`config.mk`:
```
export PLATFORM = sky130hd
export DESIGN_NAME = per_key_request_serializer
export DESIGN_NICKNAME = d
export VERILOG_FILES = /design/src/sv/pks_pkg.sv /design/src/sv/pks_ram.sv /design/src/sv/pks_ctrl.sv /design/src/sv/per_key_request_serializer.sv
export VERILOG_INCLUDE_DIRS = /design/src /design/src/sv
export SDC_FILE = /design/constraint.sdc
export NUM_CORES = 2
export LEC_CHECK = 0
export BUFFER_PORTS_ARGS = -buffer_cell sky130_fd_sc_hd__buf_2
export CORE_MARGIN = 1
export CORE_UTILIZATION = 30
export CTS_BUF_LIST = sky130_fd_sc_hd__clkbuf_4
export DETAILED_ROUTE_END_ITERATION = 8
export PLACE_DENSITY = 0.5
export SLEW_MARGIN = 20
export SYNTH_ARGS = -nofsm -noshare
export SYNTH_HDL_FRONTEND = slang
export SYNTH_SLANG_ARGS = --single-unit
```
`constraint.sdc`:
```
create_clock -name clk -period 9.4 [get_ports clk]
set_input_delay 0.47 -clock clk [delete_from_list [all_inputs] [get_ports clk]]
set_output_delay 0.47 -clock clk [all_outputs]
set_load 0.01 [all_outputs]
```
`src/sv/per_key_request_serializer_defines.svh`:
```
// Assertion macros for the per-key request serializer.
// Define ASSERT_OFF to compile the checks out; no other dependencies.
`ifndef PER_KEY_REQUEST_SERIALIZER_DEFINES_SVH
`define PER_KEY_REQUEST_SERIALIZER_DEFINES_SVH

`ifndef ASSERT_OFF
`define PKS_ASSERT(label, clk, rst, prop) \
  label: assert property (@(posedge clk) disable iff (rst) prop) \
    else $error("pks assertion failed");
`define PKS_ASSERT_NEVER(label, clk, rst, cond) \
  label: assert property (@(posedge clk) disable iff (rst) !(cond)) \
    else $error("pks forbidden condition");
`else
`define PKS_ASSERT(label, clk, rst, prop)
`define PKS_ASSERT_NEVER(label, clk, rst, cond)
`endif

`endif

```
`src/sv/pks_pkg.sv`:
```
// Shared types, codes and constants of the per-key request serializer.
// No dependencies.
`timescale 1ns / 1ps

package pks_pkg;

  localparam int NUM_BARRIERS_DEF = 16;
  localparam int QUEUE_DEPTH_DEF  = 8;

  localparam int KEY_W     = 64;
  localparam int TAG_W     = 8;
  localparam int ACT_W     = 3;
  localparam int STAT_W    = 2;
  localparam int MAXB_W    = 5;
  localparam int MAXK_W    = 4;
  localparam int CFG_W     = 5;
  localparam int CFG_IDX_W = 1;

  localparam logic [MAXB_W-1:0] MAXB_RESET = MAXB_W'(16);
  localparam logic [MAXK_W-1:0] MAXK_RESET = MAXK_W'(8);

  typedef enum logic [ACT_W-1:0] {
    ACT_FORWARD,
    ACT_HELD,
    ACT_KEY_FULL,
    ACT_BAR_FULL,
    ACT_RELEASE,
    ACT_ANSWER
  } action_t;

  typedef enum logic [STAT_W-1:0] {
    ST_OK,
    ST_NO_BARRIER,
    ST_NOT_HEAD
  } status_t;

  typedef enum logic [CFG_IDX_W-1:0] {
    REG_MAX_BARRIERS,
    REG_MAX_PER_KEY
  } cfg_reg_t;

  typedef enum logic [2:0] {
    S_IDLE,
    S_READ,
    S_CMP,
    S_DECIDE,
    S_HEAD,
    S_NEXT,
    S_EMIT
  } state_t;

  typedef struct packed {
    logic [MAXB_W-1:0] max_barriers;
    logic [MAXK_W-1:0] max_per_key;
  } cfg_t;

  function automatic int idx_w(input int n);
    return (n > 1) ? $clog2(n) : 1;
  endfunction

  function automatic int max_w(input int a, input int b);
    return (a > b) ? a : b;
  endfunction

endpackage

```
`src/sv/pks_ram.sv`:
```
// Simple dual-port memory: one write port, one read port with registered data.
// Used for the barrier entry table and the job tag queues; no dependencies.
`timescale 1ns / 1ps

module pks_ram #(
  parameter int AW = 4,
  parameter int DW = 8
) (
  input  logic          clk,
  input  logic          we,
  input  logic [AW-1:0] waddr,
  input  logic [DW-1:0] wdata,
  input  logic [AW-1:0] raddr,
  output logic [DW-1:0] rdata
);

  logic [DW-1:0] mem [2**AW];

  always_ff @(posedge clk) begin
    if (we) begin
      mem[waddr] <= wdata;
    end
  end

  always_ff @(posedge clk) begin
    rdata <= mem[raddr];
  end

endmodule

```
`src/sv/pks_ctrl.sv`:
```
// Sequencer of the per-key request serializer: table scan with one shared key
// comparator, queue update and result register. Depends on pks_pkg.
`timescale 1ns / 1ps

module pks_ctrl import pks_pkg::*; #(
  parameter int NUM_BARRIERS = NUM_BARRIERS_DEF,
  parameter int QUEUE_DEPTH  = QUEUE_DEPTH_DEF,
  localparam int IW  = idx_w(NUM_BARRIERS),
  localparam int QW  = idx_w(QUEUE_DEPTH),
  localparam int FW  = $clog2(QUEUE_DEPTH + 1),
  localparam int EW  = KEY_W + QW + FW,
  localparam int TAW = IW + QW
) (
  input  logic              clk,
  input  logic              rst,
  input  cfg_t              cfg,
  input  logic              in_valid,
  output logic              in_ready,
  input  logic              opcode,
  input  logic              bypass,
  input  logic [KEY_W-1:0]  key,
  input  logic [TAG_W-1:0]  job_tag,
  output logic              out_valid,
  input  logic              out_ready,
  output logic [ACT_W-1:0]  action,
  output logic [TAG_W-1:0]  out_tag,
  output logic [STAT_W-1:0] answer_status,
  output logic              last,
  output logic              ent_we,
  output logic [IW-1:0]     ent_waddr,
  output logic [EW-1:0]     ent_wdata,
  output logic [IW-1:0]     ent_raddr,
  input  logic [EW-1:0]     ent_rdata,
  output logic              tag_we,
  output logic [TAW-1:0]    tag_waddr,
  output logic [TAG_W-1:0]  tag_wdata,
  output logic [TAW-1:0]    tag_raddr,
  input  logic [TAG_W-1:0]  tag_rdata
);

  localparam int AC = $clog2(NUM_BARRIERS + 1);
  localparam int MW = max_w(AC, MAXB_W);
  localparam int LW = max_w(FW, MAXK_W);
  localparam int SW = max_w(QW, FW) + 1;

  state_t             state, state_next;
  logic               op_r, op_r_next;
  logic [KEY_W-1:0]   key_r, key_r_next;
  logic [TAG_W-1:0]   tag_r, tag_r_next;
  logic [IW-1:0]      idx, idx_next;
  logic               found, found_next;
  logic [IW-1:0]      ent_idx, ent_idx_next;
  logic [QW-1:0]      ent_head, ent_head_next;
  logic [FW-1:0]      ent_fill, ent_fill_next;
  logic               free_found, free_found_next;
  logic [IW-1:0]      free_idx, free_idx_next;
  logic [NUM_BARRIERS-1:0] valid, valid_next;
  logic [AC-1:0]      active, active_next;
  action_t            res_action, res_action_next;
  logic [TAG_W-1:0]   res_tag, res_tag_next;
  status_t            res_status, res_status_next;
  logic               res_last, res_last_next;
  logic               second, second_next;
  logic               out_valid_next;
  action_t            out_action, out_action_next;
  logic [TAG_W-1:0]   out_tag_next;
  status_t            out_status, out_status_next;
  logic               last_next;

  logic [KEY_W-1:0]   rd_key;
  logic [QW-1:0]      rd_head;
  logic [FW-1:0]      rd_fill;
  logic               key_hit;
  logic               fill_ok;
  logic               bar_full;
  logic [SW-1:0]      slot_sum;
  logic [SW-1:0]      slot_wrap;
  logic [QW-1:0]      push_slot;
  logic [QW-1:0]      head_inc;
  logic               emit_ok;

  assign rd_key  = ent_rdata[EW-1 -: KEY_W];
  assign rd_head = ent_rdata[FW +: QW];
  assign rd_fill = ent_rdata[FW-1:0];

  // shared comparator: one stored key against the held key per iteration
  assign key_hit = valid[idx] && (rd_key == key_r);

  assign fill_ok  = (LW'(ent_fill) < LW'(cfg.max_per_key)) &&
                    (ent_fill < FW'(QUEUE_DEPTH));
  assign bar_full = MW'(active) >= MW'(cfg.max_barriers);

  assign slot_sum  = SW'(ent_head) + SW'(ent_fill);
  assign slot_wrap = (slot_sum >= SW'(QUEUE_DEPTH)) ? slot_sum - SW'(QUEUE_DEPTH)
                                                    : slot_sum;
  assign push_slot = slot_wrap[QW-1:0];
  assign head_inc  = (ent_head == QW'(QUEUE_DEPTH - 1)) ? '0 : ent_head + QW'(1);

  assign emit_ok = !out_valid || out_ready;

  always_ff @(posedge clk) begin
    if (rst) begin
      state     <= S_IDLE;
      valid     <= '0;
      active    <= '0;
      out_valid <= 1'b0;
    end else begin
      state     <= state_next;
      valid     <= valid_next;
      active    <= active_next;
      out_valid <= out_valid_next;
    end
  end

  always_ff @(posedge clk) begin
    op_r       <= op_r_next;
    key_r      <= key_r_next;
    tag_r      <= tag_r_next;
    idx        <= idx_next;
    found      <= found_next;
    ent_idx    <= ent_idx_next;
    ent_head   <= ent_head_next;
    ent_fill   <= ent_fill_next;
    free_found <= free_found_next;
    free_idx   <= free_idx_next;
    res_action <= res_action_next;
    res_tag    <= res_tag_next;
    res_status <= res_status_next;
    res_last   <= res_last_next;
    second     <= second_next;
    out_action <= out_action_next;
    out_tag    <= out_tag_next;
    out_status <= out_status_next;
    last       <= last_next;
  end

  always_comb begin
    state_next      = state;
    op_r_next       = op_r;
    key_r_next      = key_r;
    tag_r_next      = tag_r;
    idx_next        = idx;
    found_next      = found;
    ent_idx_next    = ent_idx;
    ent_head_next   = ent_head;
    ent_fill_next   = ent_fill;
    free_found_next = free_found;
    free_idx_next   = free_idx;
    valid_next      = valid;
    active_next     = active;
    res_action_next = res_action;
    res_tag_next    = res_tag;
    res_status_next = res_status;
    res_last_next   = res_last;
    second_next     = second;
    out_valid_next  = out_valid && !out_ready;
    out_action_next = out_action;
    out_tag_next    = out_tag;
    out_status_next = out_status;
    last_next       = last;

    in_ready  = 1'b0;
    ent_we    = 1'b0;
    ent_waddr = ent_idx;
    ent_wdata = {key_r, ent_head, ent_fill};
    ent_raddr = idx;
    tag_we    = 1'b0;
    tag_waddr = {ent_idx, push_slot};
    tag_wdata = tag_r;
    tag_raddr = {ent_idx, ent_head};

    unique case (state)
      S_IDLE: begin
        in_ready = 1'b1;
        if (in_valid) begin
          op_r_next       = opcode;
          key_r_next      = key;
          tag_r_next      = job_tag;
          idx_next        = '0;
          found_next      = 1'b0;
          free_found_next = 1'b0;
          res_tag_next    = job_tag;
          res_status_next = ST_OK;
          res_last_next   = 1'b1;
          second_next     = 1'b0;
          if (bypass) begin
            res_action_next = opcode ? ACT_ANSWER : ACT_FORWARD;
            state_next      = S_EMIT;
          end else begin
            state_next = S_READ;
          end
        end
      end

      S_READ: begin
        if (!valid[idx] && !free_found) begin
          free_found_next = 1'b1;
          free_idx_next   = idx;
        end
        state_next = S_CMP;
      end

      S_CMP: begin
        if (key_hit) begin
          found_next    = 1'b1;
          ent_idx_next  = idx;
          ent_head_next = rd_head;
          ent_fill_next = rd_fill;
          state_next    = S_DECIDE;
        end else if (idx == IW'(NUM_BARRIERS - 1)) begin
          state_next = S_DECIDE;
        end else begin
          idx_next   = idx + IW'(1);
          state_next = S_READ;
        end
      end

      S_DECIDE: begin
        state_next = S_EMIT;
        if (!op_r) begin
          if (found) begin
            if (fill_ok) begin
              tag_we          = 1'b1;
              ent_we          = 1'b1;
              ent_wdata       = {key_r, ent_head, ent_fill + FW'(1)};
              res_action_next = ACT_HELD;
            end else begin
              res_action_next = ACT_KEY_FULL;
            end
          end else if (bar_full || !free_found) begin
            res_action_next = ACT_BAR_FULL;
          end else begin
            valid_next[free_idx] = 1'b1;
            ent_we          = 1'b1;
            ent_waddr       = free_idx;
            ent_wdata       = {key_r, QW'(0), FW'(1)};
            tag_we          = 1'b1;
            tag_waddr       = {free_idx, QW'(0)};
            active_next     = active + AC'(1);
            res_action_next = ACT_FORWARD;
          end
        end else begin
          res_action_next = ACT_ANSWER;
          if (!found) begin
            res_status_next = ST_NO_BARRIER;
          end else if (ent_fill == '0) begin
            res_status_next = ST_NOT_HEAD;
          end else begin
            state_next = S_HEAD;
          end
        end
      end

      S_HEAD: begin
        state_next = S_EMIT;
        if (tag_rdata != tag_r) begin
          res_status_next = ST_NOT_HEAD;
        end else begin
          ent_we    = 1'b1;
          ent_wdata = {key_r, head_inc, ent_fill - FW'(1)};
          if (ent_fill == FW'(1)) begin
            valid_next[ent_idx] = 1'b0;
            if (active != '0) begin
              active_next = active - AC'(1);
            end
          end else begin
            tag_raddr  = {ent_idx, head_inc};
            state_next = S_NEXT;
          end
        end
      end

      S_NEXT: begin
        res_action_next = ACT_RELEASE;
        res_tag_next    = tag_rdata;
        res_status_next = ST_OK;
        res_last_next   = 1'b0;
        second_next     = 1'b1;
        state_next      = S_EMIT;
      end

      S_EMIT: begin
        if (emit_ok) begin
          out_valid_next  = 1'b1;
          out_action_next = res_action;
          out_tag_next    = res_tag;
          out_status_next = res_status;
          last_next       = res_last;
          if (second) begin
            res_action_next = ACT_ANSWER;
            res_tag_next    = tag_r;
            res_status_next = ST_OK;
            res_last_next   = 1'b1;
            second_next     = 1'b0;
          end else begin
            state_next = S_IDLE;
          end
        end
      end

      default: begin
        state_next = S_IDLE;
      end
    endcase
  end

  assign action        = out_action;
  assign answer_status = out_status;

endmodule

```
`src/sv/per_key_request_serializer.sv`:
```
// Per-key request serializer. A request or answer with bypass set goes straight
// to the result; a keyed item scans the barrier table through the single read
// port of the entry memory, with a read state and a compare state per entry,
// stopping at the key match, and then decides in S_DECIDE; an answer that
// reaches its queue head passes S_HEAD and, when it releases the next waiting
// job, S_NEXT. An answer that releases the next waiting job gives two results,
// release then answer. The input accepts a new item only once all results of
// the previous one sit in or have left the output register. No clearing pass
// runs after reset.
`timescale 1ns / 1ps
`include "per_key_request_serializer_defines.svh"

module per_key_request_serializer import pks_pkg::*; #(
  parameter int NUM_BARRIERS = NUM_BARRIERS_DEF,
  parameter int QUEUE_DEPTH  = QUEUE_DEPTH_DEF
) (
  input  logic                 clk,
  input  logic                 rst,
  input  logic                 cfg_we,
  input  logic [CFG_IDX_W-1:0] cfg_index,
  input  logic [CFG_W-1:0]     cfg_data,
  input  logic                 in_valid,
  output logic                 in_ready,
  input  logic                 opcode,
  input  logic                 bypass,
  input  logic [KEY_W-1:0]     key,
  input  logic [TAG_W-1:0]     job_tag,
  output logic                 out_valid,
  input  logic                 out_ready,
  output logic [ACT_W-1:0]     action,
  output logic [TAG_W-1:0]     out_tag,
  output logic [STAT_W-1:0]    answer_status,
  output logic                 last
);

  localparam int IW  = idx_w(NUM_BARRIERS);
  localparam int QW  = idx_w(QUEUE_DEPTH);
  localparam int FW  = $clog2(QUEUE_DEPTH + 1);
  localparam int EW  = KEY_W + QW + FW;
  localparam int TAW = IW + QW;

  cfg_t cfg;

  logic             ent_we;
  logic [IW-1:0]    ent_waddr;
  logic [EW-1:0]    ent_wdata;
  logic [IW-1:0]    ent_raddr;
  logic [EW-1:0]    ent_rdata;
  logic             tag_we;
  logic [TAW-1:0]   tag_waddr;
  logic [TAG_W-1:0] tag_wdata;
  logic [TAW-1:0]   tag_raddr;
  logic [TAG_W-1:0] tag_rdata;

  always_ff @(posedge clk) begin
    if (rst) begin
      cfg.max_barriers <= MAXB_RESET;
      cfg.max_per_key  <= MAXK_RESET;
    end else if (cfg_we) begin
      unique case (cfg_reg_t'(cfg_index))
        REG_MAX_BARRIERS: cfg.max_barriers <= cfg_data[MAXB_W-1:0];
        REG_MAX_PER_KEY:  cfg.max_per_key  <= cfg_data[MAXK_W-1:0];
        default: ;
      endcase
    end
  end

  pks_ram #(
    .AW (IW),
    .DW (EW)
  ) u_entry_ram (
    .clk   (clk),
    .we    (ent_we),
    .waddr (ent_waddr),
    .wdata (ent_wdata),
    .raddr (ent_raddr),
    .rdata (ent_rdata)
  );

  pks_ram #(
    .AW (TAW),
    .DW (TAG_W)
  ) u_tag_ram (
    .clk   (clk),
    .we    (tag_we),
    .waddr (tag_waddr),
    .wdata (tag_wdata),
    .raddr (tag_raddr),
    .rdata (tag_rdata)
  );

  pks_ctrl #(
    .NUM_BARRIERS (NUM_BARRIERS),
    .QUEUE_DEPTH  (QUEUE_DEPTH)
  ) u_ctrl (
    .clk           (clk),
    .rst           (rst),
    .cfg           (cfg),
    .in_valid      (in_valid),
    .in_ready      (in_ready),
    .opcode        (opcode),
    .bypass        (bypass),
    .key           (key),
    .job_tag       (job_tag),
    .out_valid     (out_valid),
    .out_ready     (out_ready),
    .action        (action),
    .out_tag       (out_tag),
    .answer_status (answer_status),
    .last          (last),
    .ent_we        (ent_we),
    .ent_waddr     (ent_waddr),
    .ent_wdata     (ent_wdata),
    .ent_raddr     (ent_raddr),
    .ent_rdata     (ent_rdata),
    .tag_we        (tag_we),
    .tag_waddr     (tag_waddr),
    .tag_wdata     (tag_wdata),
    .tag_raddr     (tag_raddr),
    .tag_rdata     (tag_rdata)
  );

  `PKS_ASSERT(a_busy_after_accept, clk, rst, in_valid && in_ready |=> !in_ready)
  `PKS_ASSERT_NEVER(a_release_not_last, clk, rst, out_valid && action == ACT_RELEASE && last)
  `PKS_ASSERT(a_status_on_answer, clk, rst, out_valid && answer_status != ST_OK |-> action == ACT_ANSWER)

endmodule
```
==> impl_metrics.toml <==
[synth]
synthAdderAreaFrac_pct = 0.303
synth_area_leaders = "edfxtp_1 (75%), mux4_2 (8.9%), nand2_1 (2.8%), dfxtp_1 (2.5%), nand3_1 (1.2%)"
synth_edf_count = 2283
ys_seq_area_share_pct = 77.2
yosysWarnings = 0
synth_top_area_share_pct = 74.7
ys_ff_latch = 2396
synthMuxAreaShare_pct = 9.85
synth_cell_types = 87
yosys.area_share.simple_pct = 6.52
synth_compound_area_share_pct = 3.84
synth_top_family_by_area = "multiplexers"
synth-xor-area-share_pct = 0.763
yosysTopAreaCell = "edfxtp_1"
synth_area_um2 = 91800
synthArstFlopShare_pct = 0
synth_nets = 5236
ys.flop_type = "edfxtp_1"
syn_avg_cell_area_um2 = 17.9
synth_cells = 5130

[detailed_routing]
drt-total-wl_um = 259000
dr_total_vias = 51500
drc = 0
drtPass1Iterations = 6
drtIter0Drc = 4433
viasPerCell = 4.95
post_drt_wl_per_cell_um = 24.9
ant_nets = 0

[sta]
finalClockSkew_ns = 0.0817
grt_setup_unrepaired = "false"
max_freq_mhz = 175
fin_tns_setup_ns = 0
slew_headroom_pct = 20.5
finalHoldViolCount = 0
setup_ws_ns = 3.69
slew_violations = 0
worst_hold_slack_ns = 0.156
fin_crit_ns = 5.71
setup_viol = 0
worstMarginPinSlew_ns = 1.18
post-route-period-util_pct = 60.8

[cells_and_area]
area_growth_pct = 16.7
fin_area_um2 = 107000
drive_gt1_share_pct = 26.0
fin_nets = 5948
finish.utilization_pct = 35.3
num-fill-cells = 29000

[cts]
cts_tree = "done"
cts_sinks = 2396
root_buffer = "clkbuf_4"
clk_pin_slew_ns = 0.08
clk-insertion-delay-late_ns = 1.30
cts_buffer_depth = 4
htreeDepth = 6
cts_resized = 0
cts_buffers = 610

[global_routing]
grt_use_total_pct = 16.5
antenna_found_initial = 19
grt_max_degree = 143
overflow = 0
grt_pass1_vias = 52900
grt_pass1_wl_um = 374000

[floorplanning]
rows = 202
start_util_pct = 30.2
pin_count = 101
coreArea_um2 = 304000
dieArea_um2 = 308000
die_x_um = 555
die_h_um = 555

[run]
drv_cap = 0

[setup_path]
reg2reg_to = "u_tag_ram.rdata[6]"
crit_fanout = 113
r2r_cells = 11
startpoint = "u_ctrl.state[2]"
critPathKind = "flop to flop"
reg2reg_from = "u_ctrl.state[2]"
r2r_setup_slack_ns = 3.69
end_kind = "flop"
cp-start-kind = "flop"
crit_arrival_ns = 6.93
required_ns = 10.62

[power_and_ir_drop]
p_leak_nw = 34.5
power_density_nw_per_um2 = 244
peakVddDrop_mv = 0.199

[worst_hold_path]
holdPathStages = 4
min-delay-start = "cfg_we"
hold_class = "input port to flop"
hold_end = "cfg[3]"

[placement]
preCtsSetupSlack_ns = 3.86
io_buffer_count = 100
place_congestion = 0.789
dp_hpwl_um = 145000
dpl_cell_area_um2 = 97300

[run_status]
outcome = "completed"
==> cell families after synthesis <==
logic type | after synthesis
flip-flops | 2396
AND/OR/NAND/NOR | 1355
AO/OA/AOI/OAI | 511
multiplexers | 450
buffers and inverters | 317
XOR/XNOR | 80
adder cells (fa/ha/maj) | 21
==> where the power goes <==
part,internal (mW),switching [mW]
clock,4.98,4.21
sequential,12.6,0.370
combinational,1.80,2.17
==> per-stage QoR <==
stage	power (mW)	std cells
floorplan	15.8	5130
global placement	17.2	9140
detailed placement	17.2	9141
CTS	26.5	10400
global route	27.3	10400
finish	26.1	10400
==> metal layers <==
metal  routed length, um  vias to the layer above  GRT usage, %
met3               16200                      428          3.20
met1              111000                    26900          22.2
met5                  48                        -             0
met4                5960                        8          4.65
met2              126000                     1937          27.2
li1                    -                    22200             -
==> sequential cells by signal (all words and copies together) (netlist names), 4 cells and up <==
register	count
cfg	9
u_ctrl.active	5
u_ctrl.ent_fill	4
u_ctrl.ent_idx	4
u_ctrl.ent_raddr	4
u_ctrl.free_idx	4
u_ctrl.key_r	64
u_ctrl.out_tag	8
u_ctrl.res_tag	8
u_ctrl.tag_wdata	8
u_ctrl.valid	16
u_entry_ram.mem	1136
u_entry_ram.rdata	71
u_tag_ram.mem	1024
u_tag_ram.rdata	8
==> worst max-delay path, cell delays in order, from the launching register on <==
cell and delay, ns:
dfxtp_1 0.92, or3b_1 0.67, clkinv_4 0.19, nand2_4 0.09, o31a_4 0.49, nor2_4 0.83, buf_12 0.50, nand2_1 0.11
a31oi_1 0.20, nand4_1 0.21, a41oi_1 0.96, or4_1 0.24
==> synth_stat cells, drive strengths merged (41+ instances only) <==
master and n:
edfxtp 2283, nand2 688, mux4 362, nand3 223
nor2 219, buf 143, clkbuf 142, dfxtp 113
mux2i 85, a21oi 83, o21ai 78, nand4 68
a31oi 65, o22ai 53, and3 44, a211oi 41
==> cell usage in the layout (no fill, tap or decap), types with 11 or more instances in the layout <==
cell type / count
a211o_1: 11
a211oi_1: 41
a21oi_1: 82
a31oi_1: 65
a32oi_1: 40
and3_1: 44
buf_2: 100
buf_4: 107
bufinv_16: 13
clkbuf_4: 964
clkinv_1: 74
dfxtp_1: 113
diode_2: 12
dlygate4sd3_1: 169
edfxtp_1: 2283
ha_1: 19
inv_1: 29
inv_2: 14
mux2i_1: 84
mux4_2: 362
nand2_1: 680
nand2b_1: 15
nand3_1: 219
nand4_1: 68
nor2_1: 199
nor2_4: 19
nor3_1: 36
nor4_1: 21
o211ai_1: 12
o21ai_0: 72
o22ai_1: 52
xnor2_1: 40
xor2_1: 40
==> cell type report <==
class                   instances  area [um2]  area share, %
diodes                         12        30.0         0.0280
clock buffers                 964        7240           6.76
clock inverters               110         781          0.729
inverters                      32         128          0.119
multi-input cells            2417       19800           18.5
flip-flops and latches       2396       70800           66.1
well taps                    4080        5100           4.77
repair buffers                385        3180           2.97
==> how the worst max path moves through the flow <==
stage	endpoint	slack, ns	depth (start not counted)
2_1_floorplan	u_entry_ram.mem[12][0]	2.53	8
3_3_place_gp	u_entry_ram.mem[0][59]	3.91	9
3_5_place_dp	u_tag_ram.rdata[6]	3.86	11
4_1_cts	u_tag_ram.rdata[6]	3.83	11
5_1_grt	u_tag_ram.rdata[0]	3.46	11
6_report	u_tag_ram.rdata[6]	3.69	11
==> what timing repair did <==
item                       4_1_cts  5_1_grt
setup endpoints to repair        0        0
buffers inserted                 0        0
hold buffers                   169        0
hold endpoints to repair       156        0
Note: power is estimated with default switching activity, not from simulation.
